**src/hw/rtl/vat_pkg.sv**
```systemverilog
// ----------------------------------------------------------------------------
// vat_pkg: shared types and constants for the vector angle block
// Datapath formats, the arctangent table in fractions of a turn, and the
// per-stage payload struct.
// ----------------------------------------------------------------------------
`default_nettype none
package vat_pkg;

	localparam int unsigned COORD_WIDTH_DEF = 16;
	localparam int unsigned ANGLE_WIDTH_DEF = 16;
	localparam int unsigned CORDIC_STEPS    = 32;
	localparam int unsigned TURN_BITS       = 32;
	localparam int unsigned DATA_BITS       = 64;
	localparam int unsigned SCALE_TOP       = 60;

	localparam logic [TURN_BITS-1:0] TURN_ZERO    = 32'h0000_0000;
	localparam logic [TURN_BITS-1:0] TURN_QUARTER = 32'h4000_0000;
	localparam logic [TURN_BITS-1:0] TURN_HALF    = 32'h8000_0000;
	localparam logic [TURN_BITS-1:0] TURN_3QUART  = 32'hC000_0000;

	typedef struct packed {
		logic                        special;
		logic signed [DATA_BITS-1:0] x;
		logic signed [DATA_BITS-1:0] y;
		logic [TURN_BITS-1:0]        z;
	} cordic_t;

	function automatic logic [TURN_BITS-1:0] atan_turn(input int unsigned idx);
		logic [TURN_BITS-1:0] a;
		case (idx)
			0:  a = 32'h20000000;
			1:  a = 32'h12E4051E;
			2:  a = 32'h09FB385B;
			3:  a = 32'h051111D4;
			4:  a = 32'h028B0D43;
			5:  a = 32'h0145D7E1;
			6:  a = 32'h00A2F61E;
			7:  a = 32'h00517C55;
			8:  a = 32'h0028BE53;
			9:  a = 32'h00145F2F;
			10: a = 32'h000A2F98;
			11: a = 32'h000517CC;
			12: a = 32'h00028BE6;
			13: a = 32'h000145F3;
			14: a = 32'h0000A2FA;
			15: a = 32'h0000517D;
			16: a = 32'h000028BE;
			17: a = 32'h0000145F;
			18: a = 32'h00000A30;
			19: a = 32'h00000518;
			20: a = 32'h0000028C;
			21: a = 32'h00000146;
			22: a = 32'h000000A3;
			23: a = 32'h00000051;
			24: a = 32'h00000029;
			25: a = 32'h00000014;
			26: a = 32'h0000000A;
			27: a = 32'h00000005;
			28: a = 32'h00000003;
			29: a = 32'h00000001;
			30: a = 32'h00000001;
			default: a = 32'h00000000;
		endcase
		return a;
	endfunction

endpackage
`default_nettype wire

```
**src/hw/rtl/vat_round.sv**
```systemverilog
// ----------------------------------------------------------------------------
// vat_round: output stage
// Rounds the turn accumulator half up to the angle width, wraps, and holds
// the result item in the output register.
// ----------------------------------------------------------------------------
`default_nettype none
module vat_round #(
	parameter int unsigned ANGLE_WIDTH = vat_pkg::ANGLE_WIDTH_DEF,
	parameter int unsigned OUT_BITS    = ((ANGLE_WIDTH + 7) / 8) * 8
) (
	input  wire logic                          clk,
	input  wire logic                          arst_n,
	input  wire logic                          en,
	input  wire logic                          in_valid,
	input  wire logic [vat_pkg::TURN_BITS-1:0] z,
	output logic                               out_valid,
	output logic [OUT_BITS-1:0]                out_data
);

	localparam int unsigned TB = vat_pkg::TURN_BITS;

	logic [ANGLE_WIDTH-1:0] angle;
	logic                   valid_s1;
	logic [OUT_BITS-1:0]    data_s1;

	generate
		if (ANGLE_WIDTH >= TB) begin : g_full
			assign angle = z[ANGLE_WIDTH-1:0];
		end else begin : g_round
			localparam int unsigned SH = TB - ANGLE_WIDTH;
			logic [TB-1:0] sum;
			assign sum   = z + (TB'(1) << (SH - 1));
			assign angle = sum[TB-1:SH];
		end
	endgenerate

	always_ff @(posedge clk or negedge arst_n) begin
		if (!arst_n) begin
			valid_s1 <= 1'b0;
		end else if (en) begin
			valid_s1 <= in_valid;
		end
	end

	always_ff @(posedge clk) begin
		if (en) begin
			data_s1 <= OUT_BITS'(angle);
		end
	end

	assign out_valid = valid_s1;
	assign out_data  = data_s1;

endmodule
`default_nettype wire

```
**config.mk**
```make
export PLATFORM = sky130hd
export DESIGN_NAME = vat_round
export DESIGN_NICKNAME = d
export VERILOG_FILES = /design/src/hw/rtl/vat_pkg.sv /design/src/hw/rtl/vat_round.sv
export SDC_FILE = /design/constraint.sdc
export NUM_CORES = 1
export LEC_CHECK = 0
export ABC_AREA = 0
export BUFFER_PORTS_ARGS = -buffer_cell sky130_fd_sc_hd__buf_2
export CAP_MARGIN = 40
export CORE_MARGIN = 4
export CORE_UTILIZATION = 35
export DETAILED_ROUTE_END_ITERATION = 10
export PLACE_DENSITY_LB_ADDON = 0.3
export SLEW_MARGIN = 20
export SYNTH_ARGS = -nofsm -noshare
export SYNTH_HDL_FRONTEND = slang
export SYNTH_SLANG_ARGS = --single-unit
```
**constraint.sdc**
```tcl
create_clock -name clk -period 0.85 [get_ports clk]
set_input_delay 0.2125 -clock clk [delete_from_list [all_inputs] [get_ports clk]]
set_output_delay 0.2125 -clock clk [all_outputs]
set_load 0.05 [all_outputs]
```
==> impl_metrics.py <==
metrics = {
    "route": {
        "highest_layer": "met4",
        "viasPerCell": 4.56,
        "met1_length_um": 830,
        "wl_met3_um": 125,
        "routed_wl_um": 2170,
        "wire_per_inst_um": 13.7,
        "drtPass1Iterations": 3,
        "first_iter_violations": 15,
        "vias": 720,
        "wl_met2_um": 1200,
        "post-route-drc-count": 0,
        "ant_nets": 0,
    },
    "worst_setup_path": {
        "slowest_delay_ns": 0.41,
        "end_kind": "output pin",
        "critPathLaunchType": "flip-flop",
        "path_class": "reg2out",
        "critical_path.cell_chain": "buf_6",
        "cp_max_fo": 1,
        "worstPathArrival_ns": 0.87,
        "cp_top_family": "flip-flops",
        "path_buf_inv": 1,
        "slowest_stage": "edfxtp_1",
        "cp_data_required_time_ns": 0.64,
    },
    "power_and_ir_drop": {
        "leakage_nw": 0.708,
        "vdd_drop_max_uv": 996,
        "power.density_nw_per_um2": 1350,
    },
    "synthesis": {
        "synthArstFlopShare_pct": 5.88,
        "synth_area_um2": 895,
        "syn_area_per_cell_um2": 14.4,
        "syn-num-nets": 99,
        "ys_warn_count": 0,
        "ys_ff_latch": 17,
        "yosysSeqAreaShare_pct": 56.5,
        "synth_top_flop_cell": "edfxtp_1",
        "synth_cell_type_count": 18,
        "synth-edff-count": 16,
        "syn-instance-count": 62,
    },
    "finish": {
        "final_cell_mix": "buf_6, buf_4, edfxtp_1",
        "nets": 166,
        "multi_input_area_um2": 467,
        "n_antenna_cell": 0,
        "final_common_cell": "buf_6",
        "fillers": 200,
        "drive_gt1_share_pct": 63.3,
        "seqCellArea_um2": 507,
        "syn2layout_area_growth_pct": 82.5,
    },
    "sta": {
        "min_period_ns": 1.08,
        "max_freq_mhz": 925,
        "fin_crit_sh_pct": 127,
        "setup_ws_ns": -0.232,
        "rsz0062_at_grt": "true",
        "relSlewSlack_pct": 84.2,
        "slew_viol_final": 0,
        "clock_skew_ns": 0,
        "worst_pin_slew_ns": 0.235,
        "setup_violations": 21,
        "hold_slack_ns": 0.160,
        "hold_violations": 0,
    },
    "outcome": {
        "failed_checks": "negative setup slack",
        "status": "complete, but fails checks",
    },
    "floorplan": {
        "start_util_pct": 36.4,
        "die_area_um2": 3430,
        "dieHeight_um": 58.6,
        "io_pins": 53,
        "rows": 18,
        "die_w_um": 58.6,
        "core-area_um2": 2450,
    },
    "global_route": {
        "gr-total-overflow": 0,
        "track_usage_pct": 13.1,
        "grt_pass1_vias": 718,
        "grt_antenna_before_repair": 0,
        "grt_pass1_wl_um": 3350,
        "grt_max_degree": 10,
    },
    "placement": {
        "place_ws_ns": -0.374,
        "portBuffers": 37,
        "gp_congestion": 0.778,
    },
    "clocking": {
        "clk_latency_ns": 0.28,
        "cts_buffers": 3,
        "clk_pin_slew_ns": 0.10,
        "root_buffer": "clkbuf_4",
        "cts_sinks": 17,
        "clk_path_buf_depth": 2,
        "htree_levels": 1,
        "cts_tree": "built",
    },
    "job": {
        "cap_violations": 0,
    },
    "hold_path": {
        "hp-class": "in2reg",
    },
}
[kinds of logic (layout without fill, tap and decap cells)]
logic type	after synthesis	in the layout	synth area share, %
muxes	1	1	1.26
buffers and inverters	2	68	0.839
and+or+nand+nor	26	26	25.3
xor gates and xnor gates	15	15	14.7
adders and majority gates	1	1	1.40
DFF	17	17	56.5
[state kept, by name, indices dropped and copies added (netlist names)]
| register | cells |
|---|---|
| out_data | 16 |
| out_valid | 1 |
[cell type report]
cell class | count | share of cell area (%)
inverters | 2 | 0.460
multi-input cells | 43 | 28.6
flip-flops and latches | 17 | 31.0
repair buffers | 62 | 36.0
well taps | 30 | 2.30
clock buffers | 4 | 1.61
[cell usage after synthesis (2+ instances only)]
| master | count | share of area [%] |
|---|---|---|
| edfxtp_1 | 16 | 54 |
| inv_1 | 2 | 0.84 |
| nand2_1 | 4 | 1.7 |
| nand3_1 | 4 | 2.2 |
| nand4_2 | 2 | 2.8 |
| nand4_4 | 2 | 4.8 |
| nor2_1 | 4 | 1.7 |
| nor3_1 | 3 | 1.7 |
| nor4_2 | 2 | 2.8 |
| nor4_4 | 2 | 4.8 |
| xnor2_1 | 4 | 3.9 |
| xor2_1 | 11 | 11 |
[routing by layer]
| metal | global-route usage (%) | vias up |
|---|---|---|
| met5 | 0 | - |
| met4 | 3.97 | 0 |
| met3 | 2.63 | 2 |
| met2 | 24.6 | 16 |
| met1 | 14.6 | 339 |
| li1 | - | 363 |
[final timing paths]
kind | startpoint | depth (start not counted) | slack, ns | endpoint
max | out_data[14] | 1 | -0.23 | out_data[14]
min | in_valid | 2 | 0.16 | out_valid
max reg2reg | out_valid | 1 | 0.08 | out_valid
min reg2reg | out_valid | 1 | 0.54 | out_valid
max in group asynchronous | arst_n | 2 | 0.53 | out_valid
min in group asynchronous | arst_n | 2 | 0.22 | out_valid
[what timing repair did]
action	in CTS	in global routing
endpoints found under the setup margin	26	24
gates resized for setup	60	8
buffers inserted	2	2
endpoints found under the hold margin	1	0
hold buffers	1	0
pin swaps	8	6
[per-stage QoR]
step / setup TNS (ns) / instances / utilization [%] / instance area [um^2] / power (mW)
global route: -4.33 / 158 / 66.5 / 1630 / 2.30
global placement: -4.08 / 149 / 54.3 / 1330 / 1.63
floorplan: -0.963 / 62 / - / 948 / 1.38
CTS: -3.57 / 156 / 64.5 / 1580 / 2.21
detailed placement: -4.32 / 149 / 54.3 / 1330 / 1.64
finish: -3.50 / 158 / 66.5 / 1630 / 2.21
[where the power goes]
part	switching, mW	internal [mW]
Clock	0.241	0.182
Sequential	0.0328	0.999
Combinational	0.432	0.318
Total	0.706	1.50
(Power assumes the default switching activity.)
