## src/hw/rtl/vat_pkg.sv

```systemverilog
// ----------------------------------------------------------------------------
// vat_pkg: shared types and constants for the vector angle block
// Datapath formats, the arctangent table in fractions of a turn, and the
// per-stage payload struct.
// ----------------------------------------------------------------------------
`default_nettype none
package vat_pkg;

	localparam int unsigned COORD_WIDTH_DEF = 16;
	localparam int unsigned ANGLE_WIDTH_DEF = 16;
	localparam int unsigned CORDIC_STEPS    = 32;
	localparam int unsigned TURN_BITS       = 32;
	localparam int unsigned DATA_BITS       = 64;
	localparam int unsigned SCALE_TOP       = 60;

	localparam logic [TURN_BITS-1:0] TURN_ZERO    = 32'h0000_0000;
	localparam logic [TURN_BITS-1:0] TURN_QUARTER = 32'h4000_0000;
	localparam logic [TURN_BITS-1:0] TURN_HALF    = 32'h8000_0000;
	localparam logic [TURN_BITS-1:0] TURN_3QUART  = 32'hC000_0000;

	typedef struct packed {
		logic                        special;
		logic signed [DATA_BITS-1:0] x;
		logic signed [DATA_BITS-1:0] y;
		logic [TURN_BITS-1:0]        z;
	} cordic_t;

	function automatic logic [TURN_BITS-1:0] atan_turn(input int unsigned idx);
		logic [TURN_BITS-1:0] a;
		case (idx)
			0:  a = 32'h20000000;
			1:  a = 32'h12E4051E;
			2:  a = 32'h09FB385B;
			3:  a = 32'h051111D4;
			4:  a = 32'h028B0D43;
			5:  a = 32'h0145D7E1;
			6:  a = 32'h00A2F61E;
			7:  a = 32'h00517C55;
			8:  a = 32'h0028BE53;
			9:  a = 32'h00145F2F;
			10: a = 32'h000A2F98;
			11: a = 32'h000517CC;
			12: a = 32'h00028BE6;
			13: a = 32'h000145F3;
			14: a = 32'h0000A2FA;
			15: a = 32'h0000517D;
			16: a = 32'h000028BE;
			17: a = 32'h0000145F;
			18: a = 32'h00000A30;
			19: a = 32'h00000518;
			20: a = 32'h0000028C;
			21: a = 32'h00000146;
			22: a = 32'h000000A3;
			23: a = 32'h00000051;
			24: a = 32'h00000029;
			25: a = 32'h00000014;
			26: a = 32'h0000000A;
			27: a = 32'h00000005;
			28: a = 32'h00000003;
			29: a = 32'h00000001;
			30: a = 32'h00000001;
			default: a = 32'h00000000;
		endcase
		return a;
	endfunction

endpackage
`default_nettype wire

```

## src/hw/rtl/vat_pre.sv

```systemverilog
// ----------------------------------------------------------------------------
// vat_pre: input stage
// Sign-extends the coordinates, folds the left half plane by a half turn,
// scales into the wide datapath and flags the axis cases.
// ----------------------------------------------------------------------------
`default_nettype none
module vat_pre #(
	parameter int unsigned COORD_WIDTH = vat_pkg::COORD_WIDTH_DEF
) (
	input  wire logic                   clk,
	input  wire logic                   arst_n,
	input  wire logic                   en,
	input  wire logic                   in_valid,
	input  wire logic [COORD_WIDTH-1:0] x_coord,
	input  wire logic [COORD_WIDTH-1:0] y_coord,
	output logic                        out_valid,
	output vat_pkg::cordic_t            out_data
);

	localparam int unsigned DW    = vat_pkg::DATA_BITS;
	localparam int unsigned SHIFT = vat_pkg::SCALE_TOP - COORD_WIDTH;

	logic signed [DW-1:0]           xe;
	logic signed [DW-1:0]           ye;
	logic signed [DW-1:0]           xa;
	logic signed [DW-1:0]           ya;
	logic                           x_neg;
	logic                           x_zero;
	logic                           y_zero;
	logic [vat_pkg::TURN_BITS-1:0]  z0;
	vat_pkg::cordic_t               d;
	logic                           valid_s1;
	vat_pkg::cordic_t               data_s1;

	always_comb begin
		xe     = {{(DW-COORD_WIDTH){x_coord[COORD_WIDTH-1]}}, x_coord};
		ye     = {{(DW-COORD_WIDTH){y_coord[COORD_WIDTH-1]}}, y_coord};
		x_neg  = x_coord[COORD_WIDTH-1];
		x_zero = (x_coord == '0);
		y_zero = (y_coord == '0);
		xa     = x_neg ? -xe : xe;
		ya     = x_neg ? -ye : ye;
		if (y_zero) begin
			z0 = x_neg ? vat_pkg::TURN_HALF : vat_pkg::TURN_ZERO;
		end else if (x_zero) begin
			z0 = y_coord[COORD_WIDTH-1] ? vat_pkg::TURN_3QUART : vat_pkg::TURN_QUARTER;
		end else begin
			z0 = x_neg ? vat_pkg::TURN_HALF : vat_pkg::TURN_ZERO;
		end
		d.special = x_zero | y_zero;
		d.x       = xa << SHIFT;
		d.y       = ya << SHIFT;
		d.z       = z0;
	end

	always_ff @(posedge clk or negedge arst_n) begin
		if (!arst_n) begin
			valid_s1 <= 1'b0;
		end else if (en) begin
			valid_s1 <= in_valid;
		end
	end

	always_ff @(posedge clk) begin
		if (en) begin
			data_s1 <= d;
		end
	end

	assign out_valid = valid_s1;
	assign out_data  = data_s1;

endmodule
`default_nettype wire

```

## config.mk

```make
export PLATFORM = sky130hd
export DESIGN_NAME = vat_pre
export DESIGN_NICKNAME = d
export VERILOG_FILES = /design/src/hw/rtl/vat_pkg.sv /design/src/hw/rtl/vat_pre.sv
export SDC_FILE = /design/constraint.sdc
export NUM_CORES = 1
export LEC_CHECK = 0
export ABC_AREA = 1
export CAP_MARGIN = 20
export CELL_PAD_IN_SITES_DETAIL_PLACEMENT = 1
export CELL_PAD_IN_SITES_GLOBAL_PLACEMENT = 1
export CORE_MARGIN = 2
export CORE_UTILIZATION = 48
export DETAILED_ROUTE_END_ITERATION = 16
export DONT_BUFFER_PORTS = 1
export PLACE_DENSITY = 0.83
export REMOVE_ABC_BUFFERS = 1
export SLEW_MARGIN = 25
export SYNTH_ARGS = -nofsm -noshare
export SYNTH_HDL_FRONTEND = slang
export SYNTH_SLANG_ARGS = --single-unit
```

## constraint.sdc

```tcl
create_clock -name clk -period 1.75 [get_ports clk]
set_clock_uncertainty 0.2 [all_clocks]
set_input_delay 0.0875 -clock clk [delete_from_list [all_inputs] [get_ports clk]]
set_output_delay 0.0875 -clock clk [all_outputs]
set_load 0.02 [all_outputs]
```

==> results.json <==
{
  "multiInputGateArea_mm2": 0.00131,
  "synthMuxAreaShare_pct": 0.353,
  "grt_usage_pct": 24.1,
  "dr.pass1.iters": 4,
  "dr_wl_met3_um": 642,
  "synth_xor_area_share_pct": 3.84,
  "synth_compound_area_share_pct": 1.92,
  "status": "finished, violations left",
  "dp_cells": 435,
  "coreArea_mm2": 0.00639,
  "routedWlPerCell_um": 18.5,
  "synth_warnings": 0,
  "synth_cells": 360,
  "yosys.area_share.simple_pct": 18.8,
  "post-route-util_pct": 56.5,
  "whs_path_depth": 0,
  "grt_pass1_wl_um": 13600,
  "syn_area_mm2": 0.00319,
  "hp-start": "en",
  "crit_arrival_ns": 1.73,
  "die_h_um": 85.5,
  "hp-class": "input port to flop",
  "required_ns": 1.73,
  "cts_buffers": 5,
  "end_kind": "flop",
  "drtIter0Drc": 130,
  "top_layer": "met4",
  "slew_headroom_pct": 65.5,
  "fmax_mhz": 573,
  "synth_cell_types": 26,
  "grt_start_max_net_pins": 45,
  "grt_pass1_vias": 2484,
  "fin_crit_ns": 1.75,
  "syn_area_per_cell_um2": 8.87,
  "wirelength_um": 9390,
  "power.density_mw_per_mm2": 789,
  "port_buffers": 0,
  "wl_met2_um": 5120,
  "syn2layout_area_growth_pct": 13.1,
  "clock_latency_ns": 0.30,
  "fillCellCount": 784,
  "hold-path-endpoint": "out_data[141]",
  "dieArea_mm2": 0.00732,
  "ios": 198,
  "gp_congestion": 0.763,
  "wl_met1_um": 3350,
  "irDropWorstVdd_v": 0.000588,
  "seq_area_mm2": 0.00132,
  "antenna_cells": 0,
  "final_layout_size_suffix_gt1_share_pct": 7.89,
  "worst_slew_pin_slew_ns": 0.517,
  "r2r_slack_ns": 0.08,
  "final_antenna_net_count": 0,
  "hold_slack_ns": -0.312,
  "synth_top_cell_area_share_pct": 40.5,
  "cts-root-buf": "clkbuf_8",
  "final_cells": 508,
  "clock_sinks": 44,
  "final_nets": 468,
  "clk_pin_slew_ns": 0.09,
  "antenna_found_initial": 0,
  "post-cts-setup-buffers": 0,
  "clk_path_buf_depth": 2,
  "yosysTopAreaCell": "edfxtp_1",
  "via_per_inst": 4.66,
  "initial_utilization_pct": 50.0,
  "hold_viol": 53,
  "slew_viol_final": 0,
  "h-tree-depth": 2,
  "hpwl_um": 4970,
  "synth_top_family_by_area": "buffers and inverters",
  "period_share_pct": 99.8,
  "path_max_fanout": 3,
  "start_kind": "input port",
  "cts_tree": "done",
  "design_area_mm2": 0.00361,
  "fin_setup_tns_ns": 0,
  "grt-ovfl-total": 0,
  "vias": 2365,
  "synth_seq_cells": 44,
  "violations": "negative hold slack",
  "placed_area_mm2": 0.00281,
  "reg2reg_depth": 2,
  "p_leak_uw": 0.00173,
  "worstReg2RegStart": "out_valid",
  "reg2reg_to": "out_valid",
  "max_cap_violations": 0,
  "setup-violations-final": 0,
  "drc": 0,
  "netlist_top_cells_area": "edfxtp_1, buf_4, nand2_1",
  "rows": 29,
  "die_w_um": 85.5,
  "ys_seq_area_share_pct": 41.2,
  "synth_fa_ha_area_share_pct": 0.784,
  "worst-setup-path-type": "input port to flop"
}
## power by group
group / leakage [uW] / switching, uW / internal (uW) / total, uW
Combinational: 0.00125 / 407 / 180 / 587
Sequential: 0.000431 / 171 / 1280 / 1450
Clock: 0.0000552 / 385 / 425 / 809
## cell usage after synthesis, drive strengths merged
cell type and count:
edfxtp 43, nand3 28, nand2 73, a21oi 1
dfrtp 1, o21ai 9, ha 2, xor2 14
nor3 3, inv 33, buf 123, conb 1
nor2 24, nand3b 3, mux2 1, nand4 1
## how the worst max path moves through the flow
stage,cells past startpoint,to,from,slack [ns]
CTS,7,out_data[89],y_coord[12],0.002
global route,5,out_data[152],x_coord[11],-0.08
floorplan,9,out_data[92],y_coord[1],0.46
detailed placement,9,out_data[94],y_coord[1],0.31
finish,5,out_data[152],x_coord[11],0.004
global placement,9,out_data[154],x_coord[1],0.35
## cells by family after synthesis
kind of cell / Yosys count
buf+inv: 156
simple gates: 132
flops: 44
xor+xnor: 14
compound gates: 10
fa+ha+maj: 2
other cells: 1
mux: 1
## flip-flops by register name, summed over array words and instances, names as in the netlist
register,flops
out_data,43
out_valid,1
## layer usage
layer,track usage (%),up-vias
met5,0,-
met4,9.96,0
met3,3.27,22
met2,44.9,140
met1,27.6,1159
li1,-,1044
## stage by stage
stage,power [uW],setup WS (ns)
2_1_floorplan,1810,0.457
3_3_place_gp,1850,0.355
5_1_grt,2930,-0.0834
3_5_place_dp,1860,0.309
4_1_cts,2750,0.00187
6_report,2850,0.00433
## layout make-up
cell class	count	share of cell area, %
inverters	33	3.43
well taps	77	2.67
clock buffers	6	2.01
clock inverters	2	0.970
multi-input cells	281	36.2
repair buffers	65	18.3
flip-flops and latches	44	36.5
## cells in the final DEF (no fill, tap or decap), types with 3 or more instances in the layout
master	n
nor2_1	14
inv_1	30
nor2_2	7
clkbuf_8	5
o21ai_0	5
nand3_1	24
inv_2	3
nand2_1	71
dlygate4sd3_1	61
edfxtp_1	43
o21ai_2	4
nor2_4	3
nand3_2	4
xor2_1	14
dlymetal6s4s_1	4
conb_1	122
## critical path: stages
cell and delay (ns):
dlygate4sd3_1 0.58, o21ai_0 0.28, nand3_1 0.13, dlygate4sd3_1 0.57, nand2_1 0.07
## repair_timing
action                                 CTS  global route
setup endpoints to repair                0             9
hold buffers                            63             3
endpoints found under the hold margin   84            54
gates resized for setup                  0            13
Note: power is estimated with default switching activity, not from simulation.
